## src/hdl/snd_pkg.sv

```systemverilog
// shared types, constants and lookup functions for the music string note decoder
`default_nettype none
package snd_pkg;

  localparam int DIV_W = 24;
  localparam int DSR_W = 22;
  localparam int CNT_W = $clog2(DIV_W);
  localparam int PROD_W = 42;

  localparam logic [15:0] TEMPO_RESET = 16'd120;
  localparam logic [23:0] TICK_RATE_RESET = 24'd1193182;
  localparam logic [31:0] OCT_RESET = 32'h100;
  localparam logic [15:0] REST_FREQ = 16'h7d00;
  localparam logic [15:0] DUR_DEFAULT = 16'd4;
  localparam logic [21:0] TICK_MUL = 22'd60;
  localparam logic [15:0] DUR_MAX = 16'hffff;
  localparam logic [15:0] TONE_MAX = 16'hffff;

  localparam logic CFG_TEMPO = 1'b0;
  localparam logic CFG_TICK_RATE = 1'b1;

  localparam logic [7:0] CH_A = 8'h41;
  localparam logic [7:0] CH_G = 8'h47;
  localparam logic [7:0] CH_R = 8'h52;
  localparam logic [7:0] CH_GT = 8'h3e;
  localparam logic [7:0] CH_LT = 8'h3c;
  localparam logic [7:0] CH_PLUS = 8'h2b;
  localparam logic [7:0] CH_MINUS = 8'h2d;
  localparam logic [7:0] CH_DOT = 8'h2e;
  localparam logic [7:0] CH_0 = 8'h30;
  localparam logic [7:0] CH_9 = 8'h39;
  localparam logic [7:0] CH_SLASH = 8'h2f;
  localparam logic [7:0] CH_LOW_A = 8'h61;
  localparam logic [7:0] CH_LOW_Z = 8'h7a;
  localparam logic [7:0] CASE_GAP = 8'h20;

  typedef struct packed {
    logic              rest;
    logic [3:0]        semi;
    logic signed [2:0] shift;
    logic [31:0]       octave;
    logic              dotted;
    logic [15:0]       dur;
  } note_t;

  typedef struct packed {
    logic busy;
    logic done;
  } div_stat_t;

  typedef enum logic [2:0] {
    ST_IDLE,
    ST_MUL,
    ST_FREQ,
    ST_TONE_GO,
    ST_TONE_WAIT,
    ST_TICK_GO,
    ST_TICK_WAIT,
    ST_DONE
  } back_state_t;

  function automatic logic [3:0] step_of(input logic [2:0] idx);
    logic [3:0] s;
    case (idx)
      3'd0: s = 4'd0;
      3'd1: s = 4'd2;
      3'd2: s = 4'd3;
      3'd3: s = 4'd5;
      3'd4: s = 4'd7;
      3'd5: s = 4'd8;
      3'd6: s = 4'd10;
      default: s = 4'd0;
    endcase
    return s;
  endfunction

  function automatic logic [9:0] freq_of(input logic [3:0] semi);
    logic [9:0] f;
    case (semi)
      4'd0: f = 10'd440;
      4'd1: f = 10'd466;
      4'd2: f = 10'd494;
      4'd3: f = 10'd523;
      4'd4: f = 10'd554;
      4'd5: f = 10'd587;
      4'd6: f = 10'd622;
      4'd7: f = 10'd659;
      4'd8: f = 10'd698;
      4'd9: f = 10'd740;
      4'd10: f = 10'd784;
      4'd11: f = 10'd831;
      default: f = 10'd440;
    endcase
    return f;
  endfunction

endpackage
`default_nettype wire

```

## src/hdl/music_string_note_decoder.sv

```systemverilog
// Music string note decoder: tune characters in, one note result per '/'.
// Input channel: char_code and last_of_tune move on a beat when char_valid is high and
// char_stall is low. The front end takes a new character on every beat; the last
// character of a tune only re-arms the octave reset, except that a '/' there still
// ends the note.
// Output channel: tone_divisor, is_rest, tick_increment and total_ticks move on a beat
// when note_valid is high and note_stall is low. The fields hold while stalled.
// Back end: the divisor division is skipped when the note frequency comes out zero.
// Otherwise the back end runs one shared 24-step restoring divider twice per note
// (divisor, then tick length); with a zero frequency it runs it once, for the tick
// length. It takes no new note until its finished result has gone into the output
// register. Finished notes wait in a QUEUE_DEPTH deep queue; char_stall rises only
// when that queue is full, and the back end starts the next note while a result
// waits in the output register.
// Configuration: cfg_write_en with cfg_index (0 tempo, 1 clock tick rate) and cfg_data
// write a register; write only while no note is in flight.
// Reset (rst, synchronous): tempo 120, clock tick rate 1193182, octave scale 256,
// running total 0, queue empty, no result pending.
`default_nettype none
module music_string_note_decoder #(
  parameter int QUEUE_DEPTH = 2
) (
  input  wire         clk,
  input  wire         rst,
  input  wire         cfg_write_en,
  input  wire         cfg_index,
  input  wire  [23:0] cfg_data,
  input  wire         char_valid,
  output logic        char_stall,
  input  wire  [7:0]  char_code,
  input  wire         last_of_tune,
  output logic        note_valid,
  input  wire         note_stall,
  output logic [15:0] tone_divisor,
  output logic        is_rest,
  output logic [11:0] tick_increment,
  output logic [31:0] total_ticks
);

  logic [15:0]    tempo;
  logic [23:0]    clock_tick_rate;
  logic           push, pop, full, empty;
  snd_pkg::note_t front_rec, queue_rec;

  always_ff @(posedge clk) begin
    if (rst) begin
      tempo <= snd_pkg::TEMPO_RESET;
      clock_tick_rate <= snd_pkg::TICK_RATE_RESET;
    end else if (cfg_write_en) begin
      case (cfg_index)
        snd_pkg::CFG_TEMPO: tempo <= cfg_data[15:0];
        snd_pkg::CFG_TICK_RATE: clock_tick_rate <= cfg_data;
        default: tempo <= tempo;
      endcase
    end
  end

  snd_front u_front (
    .clk          (clk),
    .rst          (rst),
    .char_valid   (char_valid),
    .char_stall   (char_stall),
    .char_code    (char_code),
    .last_of_tune (last_of_tune),
    .full         (full),
    .push         (push),
    .rec          (front_rec)
  );

  snd_queue #(
    .DEPTH (QUEUE_DEPTH)
  ) u_queue (
    .clk   (clk),
    .rst   (rst),
    .push  (push),
    .wdata (front_rec),
    .pop   (pop),
    .rdata (queue_rec),
    .full  (full),
    .empty (empty)
  );

  snd_back u_back (
    .clk             (clk),
    .rst             (rst),
    .tempo           (tempo),
    .clock_tick_rate (clock_tick_rate),
    .empty           (empty),
    .rec             (queue_rec),
    .pop             (pop),
    .note_valid      (note_valid),
    .note_stall      (note_stall),
    .tone_divisor    (tone_divisor),
    .is_rest         (is_rest),
    .tick_increment  (tick_increment),
    .total_ticks     (total_ticks)
  );

endmodule
`default_nettype wire

```

## src/hdl/snd_front.sv

```systemverilog
// front end: takes tune character beats, tracks note state and queues finished notes
`default_nettype none
module snd_front (
  input  wire                 clk,
  input  wire                 rst,
  input  wire                 char_valid,
  output logic                char_stall,
  input  wire  [7:0]          char_code,
  input  wire                 last_of_tune,
  input  wire                 full,
  output logic                push,
  output snd_pkg::note_t      rec
);

  logic [31:0] octave, octave_next;
  logic        at_start, at_start_next;
  logic [5:0]  sharp, sharp_next;
  logic        dotted, dotted_next;
  logic [3:0]  step, step_next;
  logic        rest, rest_next;
  logic [15:0] dur, dur_next;

  logic        accept;
  logic [7:0]  cf;
  logic [7:0]  letter_off;
  logic [7:0]  digit;
  logic [19:0] dur_x10;
  logic [31:0] oct_eff;
  logic signed [6:0] sum;
  logic signed [6:0] semi_s;
  logic signed [2:0] shift;

  assign char_stall = full;
  assign accept = char_valid && !full;
  assign oct_eff = at_start ? snd_pkg::OCT_RESET : octave;
  assign cf = (char_code inside {[snd_pkg::CH_LOW_A:snd_pkg::CH_LOW_Z]}) ?
              char_code - snd_pkg::CASE_GAP : char_code;
  assign letter_off = cf - snd_pkg::CH_A;
  assign digit = cf - snd_pkg::CH_0;
  assign dur_x10 = {dur, 3'b000} + {2'b00, dur, 1'b0} + {12'd0, digit};

  // split step plus sharps into an octave shift and a semitone
  assign sum = $signed({3'b000, step}) + $signed({sharp[5], sharp});
  always_comb begin
    if (sum < -7'sd24) begin
      shift = -3'sd3;
      semi_s = sum + 7'sd36;
    end else if (sum < -7'sd12) begin
      shift = -3'sd2;
      semi_s = sum + 7'sd24;
    end else if (sum < 7'sd0) begin
      shift = -3'sd1;
      semi_s = sum + 7'sd12;
    end else if (sum < 7'sd12) begin
      shift = 3'sd0;
      semi_s = sum;
    end else if (sum < 7'sd24) begin
      shift = 3'sd1;
      semi_s = sum - 7'sd12;
    end else if (sum < 7'sd36) begin
      shift = 3'sd2;
      semi_s = sum - 7'sd24;
    end else begin
      shift = 3'sd3;
      semi_s = sum - 7'sd36;
    end
  end

  always_comb begin
    rec.rest = rest;
    rec.semi = semi_s[3:0];
    rec.shift = shift;
    rec.octave = oct_eff;
    rec.dotted = dotted;
    rec.dur = dur;
  end

  always_comb begin
    octave_next = octave;
    at_start_next = at_start;
    sharp_next = sharp;
    dotted_next = dotted;
    step_next = step;
    rest_next = rest;
    dur_next = dur;
    push = 1'b0;
    if (accept) begin
      octave_next = oct_eff;
      at_start_next = 1'b0;
      if (last_of_tune) begin
        at_start_next = 1'b1;
      end else if (cf inside {[snd_pkg::CH_A:snd_pkg::CH_G]}) begin
        step_next = snd_pkg::step_of(letter_off[2:0]);
        rest_next = 1'b0;
      end else if (cf == snd_pkg::CH_R) begin
        rest_next = 1'b1;
      end else if (cf == snd_pkg::CH_GT) begin
        octave_next = {oct_eff[30:0], 1'b0};
      end else if (cf == snd_pkg::CH_LT) begin
        octave_next = {1'b0, oct_eff[31:1]};
      end else if (cf == snd_pkg::CH_PLUS) begin
        sharp_next = sharp + 6'd1;
      end else if (cf == snd_pkg::CH_MINUS) begin
        sharp_next = sharp - 6'd1;
      end else if (cf == snd_pkg::CH_DOT) begin
        dotted_next = 1'b1;
      end else if (cf inside {[snd_pkg::CH_0:snd_pkg::CH_9]}) begin
        dur_next = (dur_x10[19:16] != 4'd0) ? snd_pkg::DUR_MAX : dur_x10[15:0];
      end
      if (cf == snd_pkg::CH_SLASH) begin
        push = 1'b1;
        sharp_next = 6'd0;
        dotted_next = 1'b0;
        step_next = 4'd0;
        rest_next = 1'b1;
        dur_next = 16'd0;
      end
    end
  end

  always_ff @(posedge clk) begin
    if (rst) begin
      octave <= snd_pkg::OCT_RESET;
      at_start <= 1'b1;
      sharp <= 6'd0;
      dotted <= 1'b0;
      step <= 4'd0;
      rest <= 1'b1;
      dur <= 16'd0;
    end else begin
      octave <= octave_next;
      at_start <= at_start_next;
      sharp <= sharp_next;
      dotted <= dotted_next;
      step <= step_next;
      rest <= rest_next;
      dur <= dur_next;
    end
  end

endmodule
`default_nettype wire

```

## src/hdl/snd_queue.sv

```systemverilog
// short note queue between the front end and the back end
`default_nettype none
module snd_queue #(
  parameter int DEPTH = 2
) (
  input  wire                 clk,
  input  wire                 rst,
  input  wire                 push,
  input  snd_pkg::note_t      wdata,
  input  wire                 pop,
  output snd_pkg::note_t      rdata,
  output logic                full,
  output logic                empty
);

  localparam int AW = $clog2(DEPTH);
  localparam int CW = $clog2(DEPTH + 1);

  snd_pkg::note_t store [DEPTH];
  logic [AW-1:0]  wr_ptr, rd_ptr;
  logic [CW-1:0]  count;
  logic           do_push, do_pop;

  assign full = (count == CW'(DEPTH));
  assign empty = (count == CW'(0));
  assign do_push = push && !full;
  assign do_pop = pop && !empty;
  assign rdata = store[rd_ptr];

  always_ff @(posedge clk) begin
    if (rst) begin
      wr_ptr <= '0;
      rd_ptr <= '0;
      count <= '0;
    end else begin
      if (do_push) begin
        wr_ptr <= (wr_ptr == AW'(DEPTH - 1)) ? '0 : wr_ptr + AW'(1);
      end
      if (do_pop) begin
        rd_ptr <= (rd_ptr == AW'(DEPTH - 1)) ? '0 : rd_ptr + AW'(1);
      end
      if (do_push && !do_pop) begin
        count <= count + CW'(1);
      end else if (do_pop && !do_push) begin
        count <= count - CW'(1);
      end
    end
  end

  always_ff @(posedge clk) begin
    if (do_push) begin
      store[wr_ptr] <= wdata;
    end
  end

endmodule
`default_nettype wire

```

## src/hdl/snd_div.sv

```systemverilog
// restoring divider, one quotient bit per cycle
`default_nettype none
module snd_div (
  input  wire                          clk,
  input  wire                          rst,
  input  wire                          start,
  input  wire  [snd_pkg::DIV_W-1:0]    dividend,
  input  wire  [snd_pkg::DSR_W-1:0]    divisor,
  output snd_pkg::div_stat_t           stat,
  output logic [snd_pkg::DIV_W-1:0]    quotient
);

  logic [snd_pkg::DSR_W-1:0] rem;
  logic [snd_pkg::DSR_W-1:0] dsr;
  logic [snd_pkg::DIV_W-1:0] quo;
  logic [snd_pkg::CNT_W-1:0] cnt;
  logic                      busy, done;
  logic [snd_pkg::DSR_W:0]   shifted, diff;
  logic                      take;

  assign shifted = {rem, quo[snd_pkg::DIV_W-1]};
  assign diff = shifted - {1'b0, dsr};
  assign take = !diff[snd_pkg::DSR_W];
  assign quotient = quo;
  assign stat.busy = busy;
  assign stat.done = done;

  always_ff @(posedge clk) begin
    if (rst) begin
      busy <= 1'b0;
      done <= 1'b0;
      cnt <= '0;
    end else begin
      done <= 1'b0;
      if (start) begin
        busy <= 1'b1;
        cnt <= '0;
      end else if (busy) begin
        cnt <= cnt + snd_pkg::CNT_W'(1);
        if (cnt == snd_pkg::CNT_W'(snd_pkg::DIV_W - 1)) begin
          busy <= 1'b0;
          done <= 1'b1;
        end
      end
    end
  end

  always_ff @(posedge clk) begin
    if (start) begin
      rem <= '0;
      quo <= dividend;
      dsr <= divisor;
    end else if (busy) begin
      rem <= take ? diff[snd_pkg::DSR_W-1:0] : shifted[snd_pkg::DSR_W-1:0];
      quo <= {quo[snd_pkg::DIV_W-2:0], take};
    end
  end

endmodule
`default_nettype wire

```

## src/hdl/snd_back.sv

```systemverilog
// back end: turns a queued note into divisor, tick increment and running total
`default_nettype none
module snd_back (
  input  wire                          clk,
  input  wire                          rst,
  input  wire  [15:0]                  tempo,
  input  wire  [23:0]                  clock_tick_rate,
  input  wire                          empty,
  input  snd_pkg::note_t               rec,
  output logic                         pop,
  output logic                         note_valid,
  input  wire                          note_stall,
  output logic [15:0]                  tone_divisor,
  output logic                         is_rest,
  output logic [11:0]                  tick_increment,
  output logic [31:0]                  total_ticks
);

  snd_pkg::back_state_t state, state_next;
  snd_pkg::note_t       note_r;
  snd_pkg::div_stat_t   div_stat;

  logic [snd_pkg::PROD_W-1:0] prod_r;
  logic [15:0]                freq_r, freq_sel, tone_r;
  logic [16:0]                inc_r;
  logic [3:0]                 lsb;
  logic [15:0]                dur_eff;
  logic [17:0]                tick_num;
  logic [21:0]                tick_den;
  logic                       div_start;
  logic [snd_pkg::DIV_W-1:0]  div_dividend, quotient;
  logic [snd_pkg::DSR_W-1:0]  div_divisor;
  logic                       slot_free;
  logic                       load_out;

  assign slot_free = !note_valid || !note_stall;
  assign load_out = (state == snd_pkg::ST_DONE) && slot_free;

  // frequency is the freq*octave product, bits lsb+15:lsb with lsb = 8 - shift
  assign lsb = 4'd8 - {{1{note_r.shift[2]}}, note_r.shift};
  assign freq_sel = prod_r[lsb +: 16];

  assign dur_eff = (note_r.dur == 16'd0) ? snd_pkg::DUR_DEFAULT : note_r.dur;
  assign tick_num = note_r.dotted ? ({2'b00, tempo} + {1'b0, tempo, 1'b0}) :
                    {1'b0, tempo, 1'b0};
  assign tick_den = 22'(dur_eff) * snd_pkg::TICK_MUL;

  assign div_dividend = (state == snd_pkg::ST_TICK_GO) ?
                        snd_pkg::DIV_W'(tick_num) : clock_tick_rate;
  assign div_divisor = (state == snd_pkg::ST_TICK_GO) ?
                       tick_den : snd_pkg::DSR_W'(freq_r);

  snd_div u_div (
    .clk      (clk),
    .rst      (rst),
    .start    (div_start),
    .dividend (div_dividend),
    .divisor  (div_divisor),
    .stat     (div_stat),
    .quotient (quotient)
  );

  always_ff @(posedge clk) begin
    if (rst) begin
      state <= snd_pkg::ST_IDLE;
    end else begin
      state <= state_next;
    end
  end

  always_comb begin
    state_next = state;
    pop = 1'b0;
    div_start = 1'b0;
    case (state)
      snd_pkg::ST_IDLE: begin
        if (!empty) begin
          pop = 1'b1;
          state_next = snd_pkg::ST_MUL;
        end
      end
      snd_pkg::ST_MUL: state_next = snd_pkg::ST_FREQ;
      snd_pkg::ST_FREQ: state_next = snd_pkg::ST_TONE_GO;
      snd_pkg::ST_TONE_GO: begin
        if (freq_r == 16'd0) begin
          state_next = snd_pkg::ST_TICK_GO;
        end else begin
          div_start = 1'b1;
          state_next = snd_pkg::ST_TONE_WAIT;
        end
      end
      snd_pkg::ST_TONE_WAIT: begin
        if (div_stat.done) begin
          state_next = snd_pkg::ST_TICK_GO;
        end
      end
      snd_pkg::ST_TICK_GO: begin
        div_start = 1'b1;
        state_next = snd_pkg::ST_TICK_WAIT;
      end
      snd_pkg::ST_TICK_WAIT: begin
        if (div_stat.done) begin
          state_next = snd_pkg::ST_DONE;
        end
      end
      snd_pkg::ST_DONE: begin
        if (slot_free) begin
          state_next = snd_pkg::ST_IDLE;
        end
      end
      default: state_next = snd_pkg::ST_IDLE;
    endcase
  end

  always_ff @(posedge clk) begin
    if (pop) begin
      note_r <= rec;
    end
    if (state == snd_pkg::ST_MUL) begin
      prod_r <= snd_pkg::PROD_W'(snd_pkg::freq_of(note_r.semi)) *
                snd_pkg::PROD_W'(note_r.octave);
    end
    if (state == snd_pkg::ST_FREQ) begin
      freq_r <= note_r.rest ? snd_pkg::REST_FREQ : freq_sel;
    end
    if (state == snd_pkg::ST_TONE_GO && freq_r == 16'd0) begin
      tone_r <= snd_pkg::TONE_MAX;
    end
    if (state == snd_pkg::ST_TONE_WAIT && div_stat.done) begin
      tone_r <= (quotient[23:16] != 8'd0) ? snd_pkg::TONE_MAX : quotient[15:0];
    end
    if (state == snd_pkg::ST_TICK_WAIT && div_stat.done) begin
      inc_r <= quotient[17:1];
    end
    if (load_out) begin
      tone_divisor <= tone_r;
      is_rest <= note_r.rest;
      tick_increment <= inc_r[11:0];
    end
  end

  always_ff @(posedge clk) begin
    if (rst) begin
      note_valid <= 1'b0;
      total_ticks <= 32'd0;
    end else begin
      if (load_out) begin
        note_valid <= 1'b1;
        total_ticks <= total_ticks + 32'(inc_r);
      end else if (!note_stall) begin
        note_valid <= 1'b0;
      end
    end
  end

`ifndef SYNTHESIS
  a_div_only_when_waiting: assert property (@(posedge clk) disable iff (rst)
    div_stat.busy |-> (state == snd_pkg::ST_TONE_WAIT || state == snd_pkg::ST_TICK_WAIT))
    else $error("divider running outside a wait state");

  a_done_in_wait: assert property (@(posedge clk) disable iff (rst)
    div_stat.done |-> (state == snd_pkg::ST_TONE_WAIT || state == snd_pkg::ST_TICK_WAIT))
    else $error("divider result with no one waiting");

  a_total_adds_inc: assert property (@(posedge clk) disable iff (rst)
    load_out |=> note_valid && total_ticks == $past(total_ticks) + 32'($past(inc_r)))
    else $error("running total not advanced by the note increment");

  a_total_holds: assert property (@(posedge clk) disable iff (rst)
    !load_out |=> $stable(total_ticks))
    else $error("running total changed without a note");
`endif

endmodule
`default_nettype wire
```

## config.mk

```make
export PLATFORM = sky130hd
export DESIGN_NAME = music_string_note_decoder
export DESIGN_NICKNAME = d
export VERILOG_FILES = /design/src/hdl/snd_pkg.sv /design/src/hdl/music_string_note_decoder.sv /design/src/hdl/snd_front.sv /design/src/hdl/snd_queue.sv /design/src/hdl/snd_div.sv /design/src/hdl/snd_back.sv
export SDC_FILE = /design/constraint.sdc
export NUM_CORES = 2
export LEC_CHECK = 0
export BUFFER_PORTS_ARGS = -buffer_cell sky130_fd_sc_hd__buf_2
export CORE_MARGIN = 2
export CORE_UTILIZATION = 48
export CTS_CLUSTER_DIAMETER = 80
export DETAILED_ROUTE_END_ITERATION = 6
export GPL_ROUTABILITY_DRIVEN = 1
export PLACE_DENSITY_LB_ADDON = 0.12
export SKIP_LAST_GASP = 1
export SLEW_MARGIN = 20
export SYNTH_ARGS = -nofsm -noshare
export SYNTH_HDL_FRONTEND = slang
export SYNTH_HIERARCHICAL = 1
export SYNTH_SLANG_ARGS = --single-unit
```

## constraint.sdc

```tcl
create_clock -name clk -period 7.19 [get_ports clk]
set_input_delay 0.3595 -clock clk [delete_from_list [all_inputs] [get_ports clk]]
set_output_delay 0.3595 -clock clk [all_outputs]
set_load 0.02 [all_outputs]
```

==> impl_results.md <==
- Warning count from the yosys run: 6
- Final core utilization: 52.94%
- Period utilization: 85.28%
- Worst path slowest cell: dfxtp_1
- CP bufs+invs: 3
- Vias in the first global route: 24760
- Min-delay src: cfg_data[3]
- Drt pass-1 iters: 5
- Dpl hpwl: between 50 and 60 mm
- Total CTS buffers: 55
- Core footprint: ~71000 um2
- Static Leak: about 16 nW
- Hold crit path type: input pin to register
- Status: finished clean
- Most frequent cells in the layout: nand2_1, edfxtp_1, inv_1, fa_1, dfxtp_1
- Initial Util: 48.53%
- Clock Latency Late Sink: a little over 0.6 ns
- RSZ-0062 raised after global routing: no
- Diode count: 0
- Average cell area after synthesis: between 10 and 15 um2
- Proportion of layout cells with a drive suffix above 1: 12.58%
- CP delay by family, top: adder cells
- Hold depth: 3
- VDD IR max: 0.1562 mV
- Max FO, Critical Path: 26
- Setup_tns: 0 ns
- Post-Syn Nets: 3758
- Clock Tree Root: clkbuf_16
- Crit start category: register
- Most used cell, CP: fa_1
- MaxCap Viol Count: 0
- Hold Path Sink: clock_tick_rate[3]
- Setup Viol. Count Final: 0
- Least-Margin Pin Slew: 1.085 ns
- Residual DRC count: 0
- Total congestion overflow: 0
- Wire per inst: around 18 um
- CTS sink count: slightly above 500
- Synth Cell Area: 34690 um2
- Full die area: 74450 um2
- CTS max path bufs: 3
- Worst Setup End Kind: register
- Via count: 24010
- Fin crit period: between 6 and 7 ns
- Reg-to-Reg End: u_back/prod_r[27]
- Post-CTS setup repair buffer count: 0
- # port buffers: 101
- Max-slew violation count: 0
- Total routed wirelength: around 78 mm
- Crit-path cells: nand2_1, fa_1, fa_1, inv_1, fa_1, fa_1, inv_1, fa_1, inv_1, ha_1, o21a_1, o311a_1, nand2_1, o211ai_2, o221ai_2, a21oi_1, nor4_1, a311o_1
- Clock Skew: 0.02410 ns
- Data arrival time of the critical path: 6.48 ns
- Worst-path clk slew: around 0.060 ns
- CTS tree: done
- CP max stage delay: 0.93 ns
- GRT Overall Usage: 21.28%
- Mapped Cells: 3313
- PD cells: 195.4 nW/um2
- Initial antenna violation count: 1
- Total I/O pin count: 102
- Commonest non-fill, non-tap cell in the layout: nand2_1
- Fmax: around 0.16 GHz
- WP data required: 7.54 ns
- RePlAce Congestion: 0.8619
- Reg2reg path depth: 18
- Die Wd: 272.9 um
- Final hold violation count: 0
- Vias per cell: 5.539
- Row cnt: between 90 and 100
- 1st-iter DRT viols: 1517
- Final Net Count: 3783
- First-pass GRT wire length: between 100 and 150 mm
- Largest net degree at the start of global routing: 72
- Slew HR: 27.63%
- Area Growth Syn to Fin: 9.084%
- Post-DRT Antenna Nets: 0
- Die Y: between 200 and 300 um
- # H-tree levels: 2
- Worst R2R Setup Slack: 1.06 ns
- Crit path kind: register to register
==> sequential cells by signal, indices dropped and copies added (netlist names), 3 cells and up, named ones only <==
| register | count |
|---|---|
| u_queue/store | 112 |
| u_back/u_div/rem | 22 |
| u_back/prod_r | 31 |
| u_back/tone_r | 16 |
| u_back/freq_r | 16 |
| u_back/state | 3 |
| u_back/u_div/quotient | 24 |
| u_back/tick_increment | 12 |
| u_back/u_div/dsr | 22 |
| u_front/octave | 32 |
| u_front/dur | 16 |
| u_back/u_div/cnt | 5 |
| u_front/step | 4 |
| u_back/note_r | 56 |
| tempo | 16 |
| u_front/sharp | 6 |
| u_back/total_ticks | 32 |
| u_back/inc_r | 17 |
| u_back/tone_divisor | 16 |
| clock_tick_rate | 24 |
==> power by group <==
| group | switching [mW] | internal, mW |
|---|---|---|
| Combinational | 0.713 | 0.501 |
| Sequential | 0.0644 | 3.13 |
| Clock | 1.20 | 1.79 |
==> area by class of cell <==
type / instances / area (um2)
Clock buffer: 78 / 1605
Inverter: 283 / 1062
Timing Repair Buffer: 138 / 810.8
Fill cell: 6326 / 33640
Sequential cell: 504 / 13330
Clock inverter: 26 / 364.1
Multi-Input combinational cell: 2356 / 19490
Tap cell: 950 / 1189
==> timing repair <==
action / 4_1_cts / 5_1_grt
endpoints found under the hold margin: 12 / 0
resized for setup: 0 / 0
hold buffers: 10 / 0
==> worst max path at each step <==
stage	startpoint	to	depth (start not counted)
after detailed placement	register	u_back/prod_r[27]	18
after global placement	register	u_back/prod_r[27]	18
final	register	u_back/prod_r[27]	18
after floorplan	u_back/state[1]	u_queue/count[1]	6
after CTS	register	u_back/prod_r[27]	18
after global routing	register	u_back/prod_r[27]	18
==> per-layer routing <==
layer  track usage, %  vias up  share of wire, %
met3            2.987      103               4.3
met2            36.21      492                48
met4            5.682        0               2.3
met5                0        -                 0
met1            28.48    11860                46
li1                 -    11560                 -
==> metrics by stage <==
step	hold WS (ns)	cells	worst slack, ns	instance area (um2)	power, mW
after floorplan	0.4003	3313	1.378	34690	4.218
after global placement	0.4070	4221	1.229	35770	4.440
final	0.03824	4335	1.058	37850	7.395
after global routing	0.03184	4335	0.7809	37850	7.746
after CTS	0.004918	4335	1.037	37840	7.477
after detailed placement	0.4045	4221	1.059	35770	4.457
==> tightest hold or removal path, delay by kind of cell <==
| kind | cells | cell delay, ns |
|---|---|---|
| AOI/OAI and AO/OA | 1 | 0.11 |
| buffers and inverters | 1 | 0.09 |
| and+or+nand+nor | 1 | 0.05 |
Power figures use the tool's default switching activity.
